### src/rtl/gbfs_pkg.sv
// Shared types and constants for the grid breadth-first distance map.
// Used by gbfs_col and grid_bfs_distance_map; depends on nothing else.
package gbfs_pkg;

    localparam int GRID_MAX = 32;
    localparam int ROW_W    = 5;
    localparam int SIZE_W   = 6;
    localparam int DIST_W   = 11;
    localparam int FUNC_W   = 2;

    localparam logic [FUNC_W-1:0] FUNC_WRITE  = 2'd0;
    localparam logic [FUNC_W-1:0] FUNC_SEARCH = 2'd1;
    localparam logic [FUNC_W-1:0] FUNC_READ   = 2'd2;

    localparam logic [DIST_W-1:0] DIST_NONE = '1;

    typedef logic [GRID_MAX-1:0] t_rows;

    // Operation broadcast to every column cell.
    typedef struct packed {
        logic wr;    // write one blocked mark
        logic snap;  // copy blocked marks into the search snapshot
        logic seed;  // load the source into the frontier
        logic step;  // advance the frontier by one level
    } t_cell_ctrl;

endpackage

### src/rtl/gbfs_col.sv
// One column cell of the grid: blocked marks, search snapshot, visited and frontier bits.
// Depends on gbfs_pkg; exchanges its frontier with the neighboring columns every step.
module gbfs_col (
    input  logic                 i_clk,
    input  logic                 i_rst_n,
    input  gbfs_pkg::t_cell_ctrl i_ctrl,
    input  gbfs_pkg::t_rows      i_sel_rows,
    input  logic                 i_blocked_value,
    input  gbfs_pkg::t_rows      i_row_mask,
    input  gbfs_pkg::t_rows      i_front_left,
    input  gbfs_pkg::t_rows      i_front_right,
    output gbfs_pkg::t_rows      o_front,
    output gbfs_pkg::t_rows      o_visited
);
    import gbfs_pkg::*;

    t_rows r_blk, r_snap, r_vis, r_front;
    t_rows n_blk, n_snap, n_vis, n_front;
    t_rows w_reach;

    // Rows reachable in one move: vertical within the column, horizontal from neighbors.
    assign w_reach = ((r_front << 1) | (r_front >> 1) | i_front_left | i_front_right)
                     & ~r_vis & ~r_snap & i_row_mask;

    always_comb begin
        n_blk   = r_blk;
        n_snap  = r_snap;
        n_vis   = r_vis;
        n_front = r_front;
        if (i_ctrl.wr) begin
            n_blk = (r_blk & ~i_sel_rows) | (i_sel_rows & {GRID_MAX{i_blocked_value}});
        end
        if (i_ctrl.snap) begin
            n_snap = r_blk;
        end
        if (i_ctrl.seed) begin
            n_vis   = i_sel_rows;
            n_front = i_sel_rows;
        end else if (i_ctrl.step) begin
            n_vis   = r_vis | w_reach;
            n_front = w_reach;
        end
    end

    always_ff @(posedge i_clk) begin
        if (!i_rst_n) begin
            r_blk   <= '0;
            r_snap  <= '0;
            r_vis   <= '0;
            r_front <= '0;
        end else begin
            r_blk   <= n_blk;
            r_snap  <= n_snap;
            r_vis   <= n_vis;
            r_front <= n_front;
        end
    end

    assign o_front   = r_front;
    assign o_visited = r_vis;

endmodule

### config.mk
export PLATFORM = sky130hd
export DESIGN_NAME = gbfs_col
export DESIGN_NICKNAME = d
export VERILOG_FILES = /design/src/rtl/gbfs_pkg.sv /design/src/rtl/gbfs_col.sv
export SDC_FILE = /design/constraint.sdc
export NUM_CORES = 1
export LEC_CHECK = 0
export BUFFER_PORTS_ARGS = -buffer_cell sky130_fd_sc_hd__buf_2
export CORE_MARGIN = 2
export CORE_UTILIZATION = 35
export CTS_CLUSTER_DIAMETER = 100
export DETAILED_ROUTE_END_ITERATION = 8
export PLACE_DENSITY = 0.71
export SLEW_MARGIN = 20
export SYNTH_ARGS = -nofsm -noshare
export SYNTH_HDL_FRONTEND = slang
export SYNTH_SLANG_ARGS = --single-unit
### constraint.sdc
create_clock -name i_clk -period 1.3 [get_ports i_clk]
set_input_delay 0.195 -clock i_clk [delete_from_list [all_inputs] [get_ports i_clk]]
set_output_delay 0.195 -clock i_clk [all_outputs]
set_load 0.005 [all_outputs]
==> results.sh <==
export IMPL_route_met3_wl_mm=1.11
export IMPL_ys_warn_count=0
export IMPL_max_slew_margin_rel_pct=81.6
export IMPL_synth_nets=729
export IMPL_p_total_mw=9.99
export IMPL_p_leak_nw=3.18
export IMPL_initial_core_util_pct=36.1
export IMPL_clkSlewWorstSetupHoldPaths_ns=0.05
export IMPL_grt_pass1_wl_mm=23.6
export IMPL_period_share_pct=93.9
export IMPL_io_buffers=198
export IMPL_synth_largest_area_cell="dfxtp_1"
export IMPL_drtIter0Drc=270
export IMPL_area_delta_synth_final_pct=33.8
export IMPL_cp_required_ns=1.59
export IMPL_firstDrtPassIters=5
export IMPL_async_flop_share_pct=0
export IMPL_avgRoutedWirePerCell_um=14.8
export IMPL_ys_ff_latch=128
export IMPL_path_class="flip-flop to flip-flop"
export IMPL_io_pins=199
export IMPL_drt_wl_total_mm=14.6
export IMPL_crit_family="simple AND/OR/NAND/NOR gates"
export IMPL_rows=44
export IMPL_synth_top_cell_area_share_pct=48.5
export IMPL_die_height_um=127
export IMPL_synth_area_per_cell_um2=8.90
export IMPL_path_cells="or4_1, nand4_1, o21ai_1"
export IMPL_hp_class="input pin to flip-flop"
export IMPL_highest_layer="met4"
export IMPL_worstPathMaxFanout=4
export IMPL_synth_most_common_cell="dfxtp_1"
export IMPL_grt_antenna_before_repair=0
export IMPL_cap_violations=0
export IMPL_holdWs_ns=0.0349
export IMPL_dp_hpwl_mm=10.3
export IMPL_rsz0062_at_grt="no"
export IMPL_vias=5158
export IMPL_met2_length_mm=6.68
export IMPL_cp_slowest_cell="or4_1"
export IMPL_ant_nets=0
export IMPL_fp_dieW_um=127
export IMPL_critical_path_arrival_ns=1.52
export IMPL_crit_path_start_kind="flip-flop"
export IMPL_max_freq_ghz=0.819
export IMPL_grt_pass1_vias=4868
export IMPL_clock_sinks=128
export IMPL_hold_violations=0
export IMPL_status="completed"
export IMPL_post_cts_setup_buffer_count=0
export IMPL_clockBufferDepth=2
export IMPL_synth_top_cells_by_area="dfxtp_1, mux2i_1, nor2_1"
export IMPL_ys_seq_area_share_pct=48.5
export IMPL_synth_common_cells="dfxtp_1, nor2_1, mux2i_1, nand2_1, o21ai_1"
export IMPL_die_area_mm2=0.0161
export IMPL_endpoint_kind="flip-flop"
export IMPL_clkLatencyLatePin_ns=0.42
export IMPL_drt_vias_per_instance=5.25
export IMPL_synth_edff_count=0
export IMPL_ir_drop_v=0.000880
export IMPL_final_area_mm2=0.00707
export IMPL_place_gp_congestion=0.794
export IMPL_skew_ns=0.00978
export IMPL_grt_start_max_net_pins=65
export IMPL_finalSetupViolations=0
export IMPL_cts_root_buf="clkbuf_16"
export IMPL_wirelength_met1_mm=6.64
export IMPL_fin_util_pct=48.3
export IMPL_cts_tree="built"
export IMPL_drv_slew=0
export IMPL_cts_buffers=17
export IMPL_drive_gt1_share_pct=30.6
export IMPL_place_area_mm2=0.00651
export IMPL_syn_area_mm2=0.00529
export IMPL_grt_total_usage_pct=18.2
export IMPL_worst_path_buf_inv=0
export IMPL_nets=921
export IMPL_worst_pin_slew_ns=0.276
export IMPL_synthFlopType="dfxtp_1"
export IMPL_coreArea_mm2=0.0146
export IMPL_synthCells=594
export IMPL_synth_distinct_cells=19
export IMPL_cts_max_level=4
export IMPL_max_stage_delay_ns=0.55
export IMPL_gr_total_overflow=0
export IMPL_diodes=0
export IMPL_setup_tns_ns=0
export IMPL_power_density_mw_per_mm2=1410
export IMPL_timing_final_crit_period_ns=1.22
export IMPL_drc=0
## layout by cell type (no fill, tap or decap)
master	Yosys	routed
inv_1	2	2
nand4_1	34	34
o21ai_0	17	17
clkbuf_1	11	4
nand3_1	32	32
a21oi_1	36	36
o21ai_1	47	47
a22oi_1	30	30
clkinv_2	0	4
buf_4	8	8
nor2_1	65	64
buf_12	0	9
clkinvlp_4	0	1
mux2i_1	64	64
nand2_1	64	64
clkbuf_8	0	5
or3_1	2	2
bufinv_16	0	1
and3b_1	1	1
dfxtp_1	128	128
nor2_4	0	1
or4_4	0	1
clkbuf_16	0	17
or4_1	30	29
buf_2	17	197
## what timing repair did
| action | CTS | global route |
|---|---|---|
| gates resized for setup | 0 | 1 |
| setup endpoints to repair | 0 | 2 |
| hold buffers | 0 | 0 |
| endpoints found under the hold margin | 0 | 0 |
## routing by layer
layer  vias to the layer above  global-route usage [%]
met3                        14                    5.57
met1                      2389                    23.1
met2                       205                    29.1
met4                         0                    6.98
met5                         -                       0
li1                       2550                       -
## where the power goes
group / internal, mW / switching, mW / total, mW
combinational: 0.571 / 0.585 / 1.16
sequential: 4.15 / 0.170 / 4.32
clock: 2.86 / 1.65 / 4.51
## kinds of logic after synthesis
family / share of synthesized area [%]
compound gates: 13.7
buf+inv: 4.80
flops: 48.5
mux: 12.1
simple gates: 20.9
## tightest hold or removal path: cells and delay by family
kind,cells,cell delay (ns)
buffers and inverters,1,0.09
AO/OA/AOI/OAI,1,0.07
AND/OR/NAND/NOR,1,0.06
## per-stage QoR
stage	worst slack, ns	std cells
floorplan	0.182	594
global placement	0.0470	951
detailed placement	0.0404	951
CTS	0.0368	982
global route	0.00373	982
finish	0.0789	982
## worst paths after layout
path	depth (start not counted)	from	end	slack, ns
max	3	o_front[16]	o_visited[17]	0.08
max reg2reg	3	o_front[16]	o_visited[17]	0.08
min	3	i_row_mask[0]	o_visited[0]	0.03
min reg2reg	2	flip-flop	flip-flop	0.45
## layout make-up
cell class / instances / area [um^2]
Fill cell: 1395 / 7570
Sequential cell: 128 / 2560
Multi-Input combinational cell: 422 / 2480
Timing Repair Buffer: 214 / 1230
Clock buffer: 26 / 509
Tap cell: 184 / 230
Clock inverter: 5 / 52.6
Inverter: 3 / 12.5
No activity file was read; power rests on OpenSTA's default activity.
